`src/sv/rms_envelope_lipsync_drive_macros.svh`:
```
// Assertion macros for the lip-sync envelope block.
// Used by the top level only; needs clk and rst_n in scope.
`ifndef RMS_ENVELOPE_LIPSYNC_DRIVE_MACROS_SVH
`define RMS_ENVELOPE_LIPSYNC_DRIVE_MACROS_SVH

// Same-cycle implication, disabled while in reset.
`define RMSLD_ASSERT_NOW(label, ante, cons, msg) \
  label: assert property (@(posedge clk) disable iff (!rst_n) (ante) |-> (cons)) \
    else $error(msg);

// Next-cycle implication, disabled while in reset.
`define RMSLD_ASSERT_NEXT(label, ante, cons, msg) \
  label: assert property (@(posedge clk) disable iff (!rst_n) (ante) |=> (cons)) \
    else $error(msg);

`endif

```
`src/sv/rmsld_pkg.sv`:
```
// Shared constants, codes and types of the lip-sync envelope block.
// No dependencies; used by rmsld_serial_alu and the top level.
`timescale 1ns / 1ps
package rmsld_pkg;

  localparam int MAX_BLOCK_DEF = 1024;

  localparam int ONE_Q16  = 65536;
  localparam int BASE_MAX = 8388607;
  localparam int HALF_LSB = 32768;
  // Smallest position or openness that gives a nonzero duty.
  localparam int POS_MIN  = (ONE_Q16 + 99) / 100;
  localparam int OPEN_MIN = (ONE_Q16 + 19) / 20;

  localparam int ACC_W = 42;
  localparam int B_W   = 24;
  localparam int REM_W = 24;

  localparam logic [1:0] MODE_SAMPLE = 2'd0;
  localparam logic [1:0] MODE_STOP   = 2'd1;
  localparam logic [1:0] MODE_POS    = 2'd2;

  localparam int CFG_IDX_W = 3;
  localparam logic [CFG_IDX_W-1:0] CFG_SILENCE  = 3'd0;
  localparam logic [CFG_IDX_W-1:0] CFG_BASE_A   = 3'd1;
  localparam logic [CFG_IDX_W-1:0] CFG_RATIO    = 3'd2;
  localparam logic [CFG_IDX_W-1:0] CFG_ATTACK   = 3'd3;
  localparam logic [CFG_IDX_W-1:0] CFG_RELEASE  = 3'd4;
  localparam logic [CFG_IDX_W-1:0] CFG_DUTY_MIN = 3'd5;
  localparam logic [CFG_IDX_W-1:0] CFG_DUTY_MAX = 3'd6;

  localparam logic [1:0] OP_MUL  = 2'd0;
  localparam logic [1:0] OP_DIV  = 2'd1;
  localparam logic [1:0] OP_SQRT = 2'd2;

  typedef struct packed {
    logic       start;
    logic [1:0] op;
    logic       keep;
  } alu_cmd_t;

endpackage

```
`src/sv/rmsld_serial_alu.sv`:
```
// Bit-serial arithmetic unit: shift-add multiply-accumulate, restoring
// divide and digit-by-digit square root, one bit or bit pair per cycle.
// Depends on rmsld_pkg.
`timescale 1ns / 1ps
module rmsld_serial_alu #(
  parameter int OP_W = 42
) (
  input  logic                          clk,
  input  logic                          rst_n,
  input  rmsld_pkg::alu_cmd_t           cmd,
  input  logic [OP_W-1:0]               opa,
  input  logic [rmsld_pkg::B_W-1:0]     opb,
  output logic                          done,
  output logic [rmsld_pkg::ACC_W-1:0]   acc,
  output logic [OP_W-1:0]               quot,
  output logic [rmsld_pkg::B_W-1:0]     root
);
  import rmsld_pkg::*;

  localparam int CNT_W = $clog2(OP_W);

  // x: multiplicand / dividend-quotient / radicand; y: multiplier / divisor / root
  logic [OP_W-1:0]  x_r, x_nxt;
  logic [B_W-1:0]   y_r, y_nxt;
  logic [ACC_W-1:0] acc_r, acc_nxt;
  logic [CNT_W-1:0] cnt_r, cnt_nxt;
  logic [1:0]       op_r, op_nxt;
  logic             busy_r, busy_nxt;
  logic             done_r, done_nxt;
  logic [REM_W:0]   rem_d;
  logic [REM_W+1:0] rem_s;
  logic [B_W+1:0]   trial;

  always_comb begin
    x_nxt    = x_r;
    y_nxt    = y_r;
    acc_nxt  = acc_r;
    cnt_nxt  = cnt_r;
    op_nxt   = op_r;
    busy_nxt = busy_r;
    done_nxt = 1'b0;
    rem_d    = {acc_r[REM_W-1:0], x_r[OP_W-1]};
    rem_s    = {acc_r[REM_W-1:0], x_r[OP_W-1 -: 2]};
    trial    = {y_r, 2'b01};
    if (cmd.start) begin
      op_nxt   = cmd.op;
      busy_nxt = 1'b1;
      cnt_nxt  = '0;
      x_nxt    = opa;
      y_nxt    = (cmd.op == OP_SQRT) ? '0 : opb;
      acc_nxt  = (cmd.op == OP_MUL && cmd.keep) ? acc_r : '0;
    end else if (busy_r) begin
      unique case (op_r)
        OP_MUL: begin
          if (y_r == '0) begin
            busy_nxt = 1'b0;
            done_nxt = 1'b1;
          end else begin
            acc_nxt = acc_r + (y_r[0] ? x_r[ACC_W-1:0] : '0);
            x_nxt   = {x_r[OP_W-2:0], 1'b0};
            y_nxt   = {1'b0, y_r[B_W-1:1]};
          end
        end
        OP_DIV: begin
          if (rem_d >= {1'b0, y_r}) begin
            acc_nxt = ACC_W'(rem_d - {1'b0, y_r});
            x_nxt   = {x_r[OP_W-2:0], 1'b1};
          end else begin
            acc_nxt = ACC_W'(rem_d);
            x_nxt   = {x_r[OP_W-2:0], 1'b0};
          end
          cnt_nxt = cnt_r + 1'b1;
          if (cnt_r == CNT_W'(OP_W - 1)) begin
            busy_nxt = 1'b0;
            done_nxt = 1'b1;
          end
        end
        OP_SQRT: begin
          if (rem_s >= trial) begin
            acc_nxt = ACC_W'(rem_s - trial);
            y_nxt   = {y_r[B_W-2:0], 1'b1};
          end else begin
            acc_nxt = ACC_W'(rem_s);
            y_nxt   = {y_r[B_W-2:0], 1'b0};
          end
          x_nxt   = {x_r[OP_W-3:0], 2'b00};
          cnt_nxt = cnt_r + 1'b1;
          if (cnt_r == CNT_W'(OP_W / 2 - 1)) begin
            busy_nxt = 1'b0;
            done_nxt = 1'b1;
          end
        end
        default: busy_nxt = 1'b0;
      endcase
    end
  end

  always_ff @(posedge clk) begin
    if (!rst_n) begin
      busy_r <= 1'b0;
      done_r <= 1'b0;
      op_r   <= OP_MUL;
    end else begin
      busy_r <= busy_nxt;
      done_r <= done_nxt;
      op_r   <= op_nxt;
    end
    x_r   <= x_nxt;
    y_r   <= y_nxt;
    acc_r <= acc_nxt;
    cnt_r <= cnt_nxt;
  end

  assign done = done_r;
  assign acc  = acc_r;
  assign quot = x_r;
  assign root = y_r;

endmodule

```
`src/sv/rms_envelope_lipsync_drive.sv`:
```
// RMS envelope follower for a lip-sync mouth motor. Audio samples (mode 0)
// are squared and summed; the beat marked last closes the block and yields
// one result: block RMS, smoothed openness and a forward PWM duty. Mode 1
// clears sum, count, baseline and openness and returns zeros, mode 2 maps a
// direct position to a duty, mode 3 is dropped. Sample, block-end and
// direct-position work goes through one bit-serial unit (shift-add multiply,
// restoring divide, square root). A sample beat runs one multiply while the
// block has room. A block end then runs a divide of the sum by the count
// (skipped for an empty block), a square root, up to six multiplies and a
// divide for the target. A direct-position beat runs at most one multiply.
// Input is taken only while the sequencer is idle; a finished result sits
// in the output register while the next beat is accepted.
// Depends on rmsld_pkg, rmsld_serial_alu and the macros header.
`timescale 1ns / 1ps
`include "rms_envelope_lipsync_drive_macros.svh"
module rms_envelope_lipsync_drive #(
  parameter int MAX_BLOCK = rmsld_pkg::MAX_BLOCK_DEF
) (
  input  logic                              clk,
  input  logic                              rst_n,
  input  logic                              in_valid,
  output logic                              in_ready,
  input  logic [1:0]                        in_mode,
  input  logic signed [15:0]                in_sample,
  input  logic                              in_last,
  input  logic [16:0]                       in_position,
  output logic                              out_valid,
  input  logic                              out_ready,
  output logic [7:0]                        out_mouth_duty,
  output logic [15:0]                       out_rms_level,
  output logic [16:0]                       out_openness_level,
  input  logic                              cfg_valid,
  output logic                              cfg_ready,
  input  logic [rmsld_pkg::CFG_IDX_W-1:0]   cfg_index,
  input  logic [16:0]                       cfg_data
);
  import rmsld_pkg::*;

  localparam int CNT_W = $clog2(MAX_BLOCK + 1);
  localparam int SUM_W = 30 + CNT_W;
  localparam int RAW_W = (SUM_W > ACC_W) ? SUM_W : ACC_W;
  localparam int OP_W  = RAW_W + (RAW_W % 2);

  // Sequencer states; the *_W states wait for the serial unit.
  localparam logic [4:0] ST_IDLE   = 5'd0;
  localparam logic [4:0] ST_SQ_W   = 5'd1;
  localparam logic [4:0] ST_BLK    = 5'd2;
  localparam logic [4:0] ST_MEAN_W = 5'd3;
  localparam logic [4:0] ST_ROOT_W = 5'd4;
  localparam logic [4:0] ST_BASE   = 5'd5;
  localparam logic [4:0] ST_BM1_W  = 5'd6;
  localparam logic [4:0] ST_BM2_W  = 5'd7;
  localparam logic [4:0] ST_TGT    = 5'd8;
  localparam logic [4:0] ST_THR_W  = 5'd9;
  localparam logic [4:0] ST_TDIV_W = 5'd10;
  localparam logic [4:0] ST_OPEN   = 5'd11;
  localparam logic [4:0] ST_OM1_W  = 5'd12;
  localparam logic [4:0] ST_OM2_W  = 5'd13;
  localparam logic [4:0] ST_LVL    = 5'd14;
  localparam logic [4:0] ST_DUTY_W = 5'd15;
  localparam logic [4:0] ST_EMIT   = 5'd16;

  // Configuration registers.
  logic [15:0] silence_r, ratio_r;
  logic [16:0] base_a_r, attack_r, release_r;
  logic [7:0]  duty_min_r, duty_max_r;

  // Block state.
  logic [4:0]       st_r, st_nxt;
  logic [SUM_W-1:0] sum_r, sum_nxt;
  logic [CNT_W-1:0] count_r, count_nxt;
  logic [22:0]      baseline_r, baseline_nxt;
  logic [16:0]      openness_r, openness_nxt;
  logic             last_r, last_nxt;
  logic [15:0]      rms_r, rms_nxt;
  logic [16:0]      target_r, target_nxt;
  logic [16:0]      alpha_r, alpha_nxt;
  logic [7:0]       duty_r, duty_nxt;

  // Output register.
  logic        out_valid_r, out_valid_nxt;
  logic [7:0]  out_duty_r, out_duty_nxt;
  logic [15:0] out_rms_r, out_rms_nxt;
  logic [16:0] out_open_r, out_open_nxt;

  // Serial unit launch registers.
  alu_cmd_t        cmd_r, cmd_nxt;
  logic [OP_W-1:0] opa_r, opa_nxt;
  logic [B_W-1:0]  opb_r, opb_nxt;
  logic             alu_done;
  logic [ACC_W-1:0] alu_acc;
  logic [OP_W-1:0]  alu_quot;
  logic [B_W-1:0]   alu_root;

  logic [15:0]      mag;
  logic [16:0]      pos_c;
  logic [16:0]      base_a_c;
  logic [16:0]      alpha_c;
  logic [7:0]       span;
  logic [ACC_W-1:0] mix_sum;
  logic [ACC_W-17:0] mix_q;
  logic [23:0]      rms_q8;
  logic [ACC_W-1:0] rms_q20;
  logic [ACC_W-1:0] excess;
  logic             in_fire;

  rmsld_serial_alu #(.OP_W(OP_W)) u_alu (
    .clk  (clk),
    .rst_n(rst_n),
    .cmd  (cmd_r),
    .opa  (opa_r),
    .opb  (opb_r),
    .done (alu_done),
    .acc  (alu_acc),
    .quot (alu_quot),
    .root (alu_root)
  );

  assign in_ready  = (st_r == ST_IDLE);
  assign in_fire   = in_valid && in_ready;
  assign cfg_ready = 1'b1;

  always_ff @(posedge clk) begin
    if (!rst_n) begin
      silence_r  <= 16'd200;
      base_a_r   <= 17'd1311;
      ratio_r    <= 16'd4915;
      attack_r   <= 17'd39322;
      release_r  <= 17'd9830;
      duty_min_r <= 8'd80;
      duty_max_r <= 8'd255;
    end else if (cfg_valid) begin
      unique case (cfg_index)
        CFG_SILENCE:  silence_r  <= cfg_data[15:0];
        CFG_BASE_A:   base_a_r   <= cfg_data;
        CFG_RATIO:    ratio_r    <= cfg_data[15:0];
        CFG_ATTACK:   attack_r   <= cfg_data;
        CFG_RELEASE:  release_r  <= cfg_data;
        CFG_DUTY_MIN: duty_min_r <= cfg_data[7:0];
        CFG_DUTY_MAX: duty_max_r <= cfg_data[7:0];
        default: ;
      endcase
    end
  end

  always_comb begin
    // Magnitude of the sample; -32768 maps to 32768, which still fits.
    mag      = in_sample[15] ? 16'(-in_sample) : in_sample;
    pos_c    = (in_position > 17'(ONE_Q16)) ? 17'(ONE_Q16) : in_position;
    base_a_c = (base_a_r > 17'(ONE_Q16)) ? 17'(ONE_Q16) : base_a_r;
    span     = (duty_max_r >= duty_min_r) ? (duty_max_r - duty_min_r) : 8'd0;
    // Round and drop 16 fraction bits of a mix.
    mix_sum  = alu_acc + ACC_W'(HALF_LSB);
    mix_q    = mix_sum[ACC_W-1:16];
    rms_q8   = {rms_r, 8'd0};
    rms_q20  = ACC_W'({rms_r, 20'd0});
    excess   = rms_q20 - alu_acc;
    alpha_c  = (target_r > openness_r) ? attack_r : release_r;
    alpha_c  = (alpha_c > 17'(ONE_Q16)) ? 17'(ONE_Q16) : alpha_c;
  end

  always_comb begin
    st_nxt        = st_r;
    sum_nxt       = sum_r;
    count_nxt     = count_r;
    baseline_nxt  = baseline_r;
    openness_nxt  = openness_r;
    last_nxt      = last_r;
    rms_nxt       = rms_r;
    target_nxt    = target_r;
    alpha_nxt     = alpha_r;
    duty_nxt      = duty_r;
    out_valid_nxt = out_valid_r;
    out_duty_nxt  = out_duty_r;
    out_rms_nxt   = out_rms_r;
    out_open_nxt  = out_open_r;
    cmd_nxt       = '{start: 1'b0, op: OP_MUL, keep: 1'b0};
    opa_nxt       = opa_r;
    opb_nxt       = opb_r;

    // Drop the output beat once taken.
    if (out_valid_r && out_ready) out_valid_nxt = 1'b0;

    unique case (st_r)
      ST_IDLE: begin
        if (in_fire) begin
          unique case (in_mode)
            MODE_STOP: begin
              sum_nxt      = '0;
              count_nxt    = '0;
              baseline_nxt = '0;
              openness_nxt = '0;
              rms_nxt      = '0;
              duty_nxt     = '0;
              st_nxt       = ST_EMIT;
            end
            MODE_POS: begin
              rms_nxt = '0;
              if (pos_c < 17'(POS_MIN)) begin
                duty_nxt = '0;
                st_nxt   = ST_EMIT;
              end else begin
                cmd_nxt = '{start: 1'b1, op: OP_MUL, keep: 1'b0};
                opa_nxt = OP_W'(pos_c);
                opb_nxt = B_W'(span);
                st_nxt  = ST_DUTY_W;
              end
            end
            MODE_SAMPLE: begin
              last_nxt = in_last;
              if (count_r < CNT_W'(MAX_BLOCK)) begin
                cmd_nxt = '{start: 1'b1, op: OP_MUL, keep: 1'b0};
                opa_nxt = OP_W'(mag);
                opb_nxt = B_W'(mag);
                st_nxt  = ST_SQ_W;
              end else if (in_last) begin
                st_nxt = ST_BLK;
              end
            end
            default: ;
          endcase
        end
      end
      ST_SQ_W: begin
        if (alu_done) begin
          sum_nxt   = sum_r + SUM_W'(alu_acc);
          count_nxt = count_r + 1'b1;
          st_nxt    = last_r ? ST_BLK : ST_IDLE;
        end
      end
      ST_BLK: begin
        // Launch the mean; an empty block goes straight to a root of zero.
        if (count_r == '0) begin
          cmd_nxt = '{start: 1'b1, op: OP_SQRT, keep: 1'b0};
          opa_nxt = '0;
          st_nxt  = ST_ROOT_W;
        end else begin
          cmd_nxt = '{start: 1'b1, op: OP_DIV, keep: 1'b0};
          opa_nxt = OP_W'(sum_r);
          opb_nxt = B_W'(count_r);
          st_nxt  = ST_MEAN_W;
        end
        sum_nxt   = '0;
        count_nxt = '0;
      end
      ST_MEAN_W: begin
        if (alu_done) begin
          cmd_nxt = '{start: 1'b1, op: OP_SQRT, keep: 1'b0};
          opa_nxt = alu_quot;
          st_nxt  = ST_ROOT_W;
        end
      end
      ST_ROOT_W: begin
        if (alu_done) begin
          rms_nxt = alu_root[15:0];
          st_nxt  = ST_BASE;
        end
      end
      ST_BASE: begin
        // Seed the baseline on the first loud block, else average it in.
        if (baseline_r < 23'd256 && rms_r > silence_r) begin
          baseline_nxt = (rms_q8 > 24'(BASE_MAX)) ? 23'(BASE_MAX) : rms_q8[22:0];
          st_nxt       = ST_TGT;
        end else begin
          cmd_nxt = '{start: 1'b1, op: OP_MUL, keep: 1'b0};
          opa_nxt = OP_W'(rms_q8);
          opb_nxt = B_W'(base_a_c);
          st_nxt  = ST_BM1_W;
        end
      end
      ST_BM1_W: begin
        if (alu_done) begin
          cmd_nxt = '{start: 1'b1, op: OP_MUL, keep: 1'b1};
          opa_nxt = OP_W'(baseline_r);
          opb_nxt = B_W'(18'(ONE_Q16) - 18'(base_a_c));
          st_nxt  = ST_BM2_W;
        end
      end
      ST_BM2_W: begin
        if (alu_done) begin
          baseline_nxt = (mix_q > (ACC_W-16)'(BASE_MAX)) ? 23'(BASE_MAX) : mix_q[22:0];
          st_nxt       = ST_TGT;
        end
      end
      ST_TGT: begin
        if (rms_r < silence_r) begin
          target_nxt = '0;
          st_nxt     = ST_OPEN;
        end else begin
          cmd_nxt = '{start: 1'b1, op: OP_MUL, keep: 1'b0};
          opa_nxt = OP_W'(baseline_r);
          opb_nxt = B_W'(ratio_r);
          st_nxt  = ST_THR_W;
        end
      end
      ST_THR_W: begin
        if (alu_done) begin
          if (rms_q20 > alu_acc) begin
            if (baseline_r == '0) begin
              target_nxt = 17'(ONE_Q16);
              st_nxt     = ST_OPEN;
            end else begin
              cmd_nxt = '{start: 1'b1, op: OP_DIV, keep: 1'b0};
              opa_nxt = OP_W'({excess, 3'b000});
              opb_nxt = B_W'(baseline_r);
              st_nxt  = ST_TDIV_W;
            end
          end else begin
            target_nxt = '0;
            st_nxt     = ST_OPEN;
          end
        end
      end
      ST_TDIV_W: begin
        if (alu_done) begin
          target_nxt = (alu_quot > OP_W'(ONE_Q16)) ? 17'(ONE_Q16) : alu_quot[16:0];
          st_nxt     = ST_OPEN;
        end
      end
      ST_OPEN: begin
        alpha_nxt = alpha_c;
        cmd_nxt   = '{start: 1'b1, op: OP_MUL, keep: 1'b0};
        opa_nxt   = OP_W'(target_r);
        opb_nxt   = B_W'(alpha_c);
        st_nxt    = ST_OM1_W;
      end
      ST_OM1_W: begin
        if (alu_done) begin
          cmd_nxt = '{start: 1'b1, op: OP_MUL, keep: 1'b1};
          opa_nxt = OP_W'(openness_r);
          opb_nxt = B_W'(18'(ONE_Q16) - 18'(alpha_r));
          st_nxt  = ST_OM2_W;
        end
      end
      ST_OM2_W: begin
        if (alu_done) begin
          openness_nxt = (mix_q > (ACC_W-16)'(ONE_Q16)) ? 17'(ONE_Q16) : mix_q[16:0];
          st_nxt       = ST_LVL;
        end
      end
      ST_LVL: begin
        if (openness_r < 17'(OPEN_MIN)) begin
          duty_nxt = '0;
          st_nxt   = ST_EMIT;
        end else begin
          cmd_nxt = '{start: 1'b1, op: OP_MUL, keep: 1'b0};
          opa_nxt = OP_W'(openness_r);
          opb_nxt = B_W'(span);
          st_nxt  = ST_DUTY_W;
        end
      end
      ST_DUTY_W: begin
        if (alu_done) begin
          duty_nxt = duty_min_r + alu_acc[23:16];
          st_nxt   = ST_EMIT;
        end
      end
      ST_EMIT: begin
        // Hold until the output register is free, then load the beat.
        if (!out_valid_r || out_ready) begin
          out_valid_nxt = 1'b1;
          out_duty_nxt  = duty_r;
          out_rms_nxt   = rms_r;
          out_open_nxt  = openness_r;
          st_nxt        = ST_IDLE;
        end
      end
      default: st_nxt = ST_IDLE;
    endcase
  end

  always_ff @(posedge clk) begin
    if (!rst_n) begin
      st_r        <= ST_IDLE;
      sum_r       <= '0;
      count_r     <= '0;
      baseline_r  <= '0;
      openness_r  <= '0;
      out_valid_r <= 1'b0;
      cmd_r       <= '{start: 1'b0, op: OP_MUL, keep: 1'b0};
    end else begin
      st_r        <= st_nxt;
      sum_r       <= sum_nxt;
      count_r     <= count_nxt;
      baseline_r  <= baseline_nxt;
      openness_r  <= openness_nxt;
      out_valid_r <= out_valid_nxt;
      cmd_r       <= cmd_nxt;
    end
    last_r     <= last_nxt;
    rms_r      <= rms_nxt;
    target_r   <= target_nxt;
    alpha_r    <= alpha_nxt;
    duty_r     <= duty_nxt;
    out_duty_r <= out_duty_nxt;
    out_rms_r  <= out_rms_nxt;
    out_open_r <= out_open_nxt;
    opa_r      <= opa_nxt;
    opb_r      <= opb_nxt;
  end

  assign out_valid          = out_valid_r;
  assign out_mouth_duty     = out_duty_r;
  assign out_rms_level      = out_rms_r;
  assign out_openness_level = out_open_r;

  // Openness stays within 0..1.0.
  `RMSLD_ASSERT_NOW(a_open_range, 1'b1, openness_r <= 17'(ONE_Q16), "openness above one")
  // Block fill never passes the block limit.
  `RMSLD_ASSERT_NOW(a_count_max, 1'b1, count_r <= CNT_W'(MAX_BLOCK), "block count overrun")
  // The serial unit only finishes while the sequencer waits for it.
  `RMSLD_ASSERT_NOW(a_alu_wait, alu_done,
    st_r == ST_SQ_W || st_r == ST_MEAN_W || st_r == ST_ROOT_W || st_r == ST_BM1_W ||
    st_r == ST_BM2_W || st_r == ST_THR_W || st_r == ST_TDIV_W || st_r == ST_OM1_W ||
    st_r == ST_OM2_W || st_r == ST_DUTY_W, "serial unit done outside a wait state")
  // A result leaving the emit state lands in the output register.
  `RMSLD_ASSERT_NEXT(a_emit_load, st_r == ST_EMIT && (!out_valid_r || out_ready),
    out_valid_r && st_r == ST_IDLE, "result not loaded")

endmodule
```
`config.mk`:
```
export PLATFORM = sky130hd
export DESIGN_NAME = rms_envelope_lipsync_drive
export DESIGN_NICKNAME = d
export VERILOG_FILES = /design/src/sv/rmsld_pkg.sv /design/src/sv/rmsld_serial_alu.sv /design/src/sv/rms_envelope_lipsync_drive.sv
export VERILOG_INCLUDE_DIRS = /design/src /design/src/sv
export SDC_FILE = /design/constraint.sdc
export NUM_CORES = 2
export LEC_CHECK = 0
export BUFFER_PORTS_ARGS = -buffer_cell sky130_fd_sc_hd__buf_2
export CORE_MARGIN = 3
export CORE_UTILIZATION = 24
export CTS_CLUSTER_SIZE = 24
export DETAILED_ROUTE_END_ITERATION = 16
export PLACE_DENSITY = 0.35
export SETUP_SLACK_MARGIN = 0.05
export SYNTH_ARGS = -nofsm -noshare
export SYNTH_HDL_FRONTEND = slang
export SYNTH_SLANG_ARGS = --single-unit
```
`constraint.sdc`:
```
create_clock -name clk -period 10.79 [get_ports clk]
set_input_delay 1.079 -clock clk [delete_from_list [all_inputs] [get_ports clk]]
set_output_delay 1.079 -clock clk [all_outputs]
set_load 0.01 [all_outputs]
```
==> flow_summary.toml <==
[timing]
rsz0062_at_grt = "no"
finClkSkew_ns = 0.0412
setup-violations-final = 0
max_freq_mhz = 219
finalCritPeriodShare = 0.423
max_slew_margin = 0.233
tns_ns = 0
drv_slew = 0
worst_pin_slew_ns = 1.14
period_needed_ns = 4.56
finalHoldViolCount = 0

[yosys]
synth_top_cell_by_area = "edfxtp_1"
avgSynthCellArea_sq_um = 8.55
ys.flop_type = "edfxtp_1"
synth_edf_count = 274
seq_area_frac_synth = 0.369
ys_ff_latch = 485
syn_inst = 3946
async_reset_ff_frac = 0
netlist_top_cells_area = "edfxtp_1 24%, dfxtp_1 13%, ha_1 7.9%, nand2_1 6.4%, o21ai_0 3.9%"
ys_warn_count = 0
synth_top_area_frac = 0.244
syn_nets = 4226
synth_cell_types = 91
syn-cell-area_sq_um = 33700

[route]
drc = 0
routedWlPerCell_um = 27.7
ant_nets = 0
wl_mm = 165
vias = 31196
drtPass1Iterations = 6
drt_iter0_markers = 2913
vias_per_cell = 5.25

[layout]
nets = 4296
fillers = 15022
areaGrowthSynthToFinish_pct = 15.4
multi_input_area_sq_um = 20000
final_area_sq_um = 38900
drive_above_1_share = 0.0882
ff_latch_area_sq_um = 12500

[global_route]
grt_pass1_wl_mm = 232
track_usage = 0.220
grt_max_degree = 94
antenna_found_initial = 15
grt_pass1_vias = 30246
grt_overflow = 0

[clock_tree]
path_clk_slew_ns = 0.06
cts.path.max_buffers = 3
ctsHtreeMaxLevel = 3
postCtsSetupRepairBufs = 0
cts_hold_buf = 0
clkLatencyLatePin_ns = 0.67
cts.sinks = 485
cts_resized = 0
cts_buffers = 68
cts_tree = "done"
cts-root-buf = "clkbuf_16"

[power]
ir_worst_vdd_v = 0.000112
power.density_nw_per_um2 = 262
power.leakage_nw = 14.5

[floorplanning]
die_area_sq_um = 145000
io-pin-count = 105
core_sq_um = 139000
rows = 136
start_util = 0.243
die_h_um = 381
die_w_um = 381

[worst_setup_path]
crit_required_ns = 11.16
cp-end-kind = "flip-flop"
r2r_slack_ns = 6.23
crit_type = "reg2reg"
crit_fanout = 34
cp.arrival_ns = 4.93
rr_worst_depth = 12
start_kind = "flip-flop"

[min_path]
hold_class = "reg2reg"
hold_depth = 0

[placement]
place_congestion = 0.874
post-dp-hpwl_mm = 126
dpl_cell_area_sq_um = 36600
port_buffers = 103

[job]
cap_violations = 0

[status]
status = "complete, no violations"
[flip-flops by register name, summed over array words and instances, names as in the netlist, 17 cells and up]
signal / count
release_r: 17
u_alu.root: 24
target_r: 17
baseline_r: 23
u_alu.quot: 42
out_openness_level: 17
alpha_r: 17
base_a_r: 17
u_alu.acc: 42
sum_r: 41
openness_r: 17
attack_r: 17
opa_r: 42
opb_r: 24
[area by class of cell]
cell class	count	share of cell area
diodes	3	0.000193
clock buffers	98	0.0500
clock inverters	27	0.00881
inverters	164	0.0158
multi-input cells	3102	0.514
flip-flops and latches	485	0.320
well taps	1863	0.0599
repair buffers	195	0.0311
[report_power, final]
part | total, mW | internal (mW) | switching (mW)
registers | 3.04 | 2.55 | 0.486
logic | 4.79 | 1.64 | 3.15
clock network | 2.37 | 1.39 | 0.982
[cell usage in the layout (no fill, tap or decap), types with 14 or more instances in the layout]
cell / instances
xnor2_1: 121
a211oi_1: 46
o21ai_0: 261
a31oi_1: 32
o31ai_1: 22
o211ai_1: 27
o22ai_1: 17
nand3_1: 131
dfxtp_1: 210
a222oi_1: 19
o21a_1: 30
and2_1: 76
ha_1: 212
clkbuf_1: 20
buf_4: 93
nand2b_1: 40
nor3_1: 59
o21ai_1: 14
nor2b_1: 47
and3_1: 27
clkbuf_16: 71
nand4_1: 57
mux2i_1: 60
edfxtp_1: 274
a22oi_1: 101
o21bai_1: 22
xor2_1: 81
a211o_1: 28
a21oi_1: 239
nand2_1: 571
buf_2: 102
a221oi_1: 30
a21boi_0: 95
nor4_1: 54
or3_1: 40
a21o_1: 115
inv_1: 161
nor2_1: 226
[critical path, stage by stage, from the launching register on]
cell      delay, ns
edfxtp_1       0.93
ha_1           0.47
nand4_1        0.18
nor3_1         0.10
a21oi_1        0.74
and3_1         0.28
a21oi_1        0.06
o21ai_2        0.09
buf_4          0.41
nor2_1         0.19
o211ai_1       0.25
a21o_1         0.41
o21ai_0        0.16
[stage by stage]
step | setup slack, ns | hold slack (ns) | power [mW] | instances | util
finish | 6.23 | 0.418 | 10.2 | 5937 | 0.281
global route | 5.88 | 0.430 | 10.8 | 5934 | 0.281
CTS | 6.16 | 0.420 | 10.3 | 5934 | 0.281
detailed placement | 6.16 | 0.406 | 7.82 | 5809 | 0.264
global placement | 6.15 | 0.405 | 7.88 | 5809 | 0.264
floorplan | 4.88 | 0.400 | 5.91 | 3946 | -
[cell families after synthesis]
group | Yosys count | synth area share
and+or+nand+nor | 1418 | 0.201
DFF | 485 | 0.369
xor gates and xnor gates | 202 | 0.0525
buffers and inverters | 359 | 0.0412
other | 1 | 0.000111
adders and majority gates | 219 | 0.0824
muxes | 61 | 0.0181
AOI/OAI and AO/OA | 1201 | 0.236
[routing by layer]
layer	global-route usage	share of wire
met1	0.314	0.47
met2	0.352	0.45
met5	0	0
met4	0.0563	0.022
met3	0.0251	0.050
[cell usage after synthesis, types with 115 or more instances]
cell	number
nand3_1	131
a21o_1	115
xnor2_1	121
ha_1	214
edfxtp_1	274
clkbuf_1	167
inv_1	161
a21oi_1	239
nor2_1	228
dfxtp_1	211
nand2_1	571
o21ai_0	262
[path summary, 6_finish.rpt]
kind	startpoint	end
worst min register to register	duty_r[4]$_SDFFCE_PP0P_	out_mouth_duty[4]$_DFFE_PP_
worst min-delay path	duty_r[4]$_SDFFCE_PP0P_	out_mouth_duty[4]$_DFFE_PP_
worst max register to register	u_alu.acc[16]$_SDFFCE_PP0P_	u_alu.acc[34]$_SDFFCE_PP0P_
worst max-delay path	u_alu.acc[16]$_SDFFCE_PP0P_	u_alu.acc[34]$_SDFFCE_PP0P_
Power figures use the tool's default switching activity.
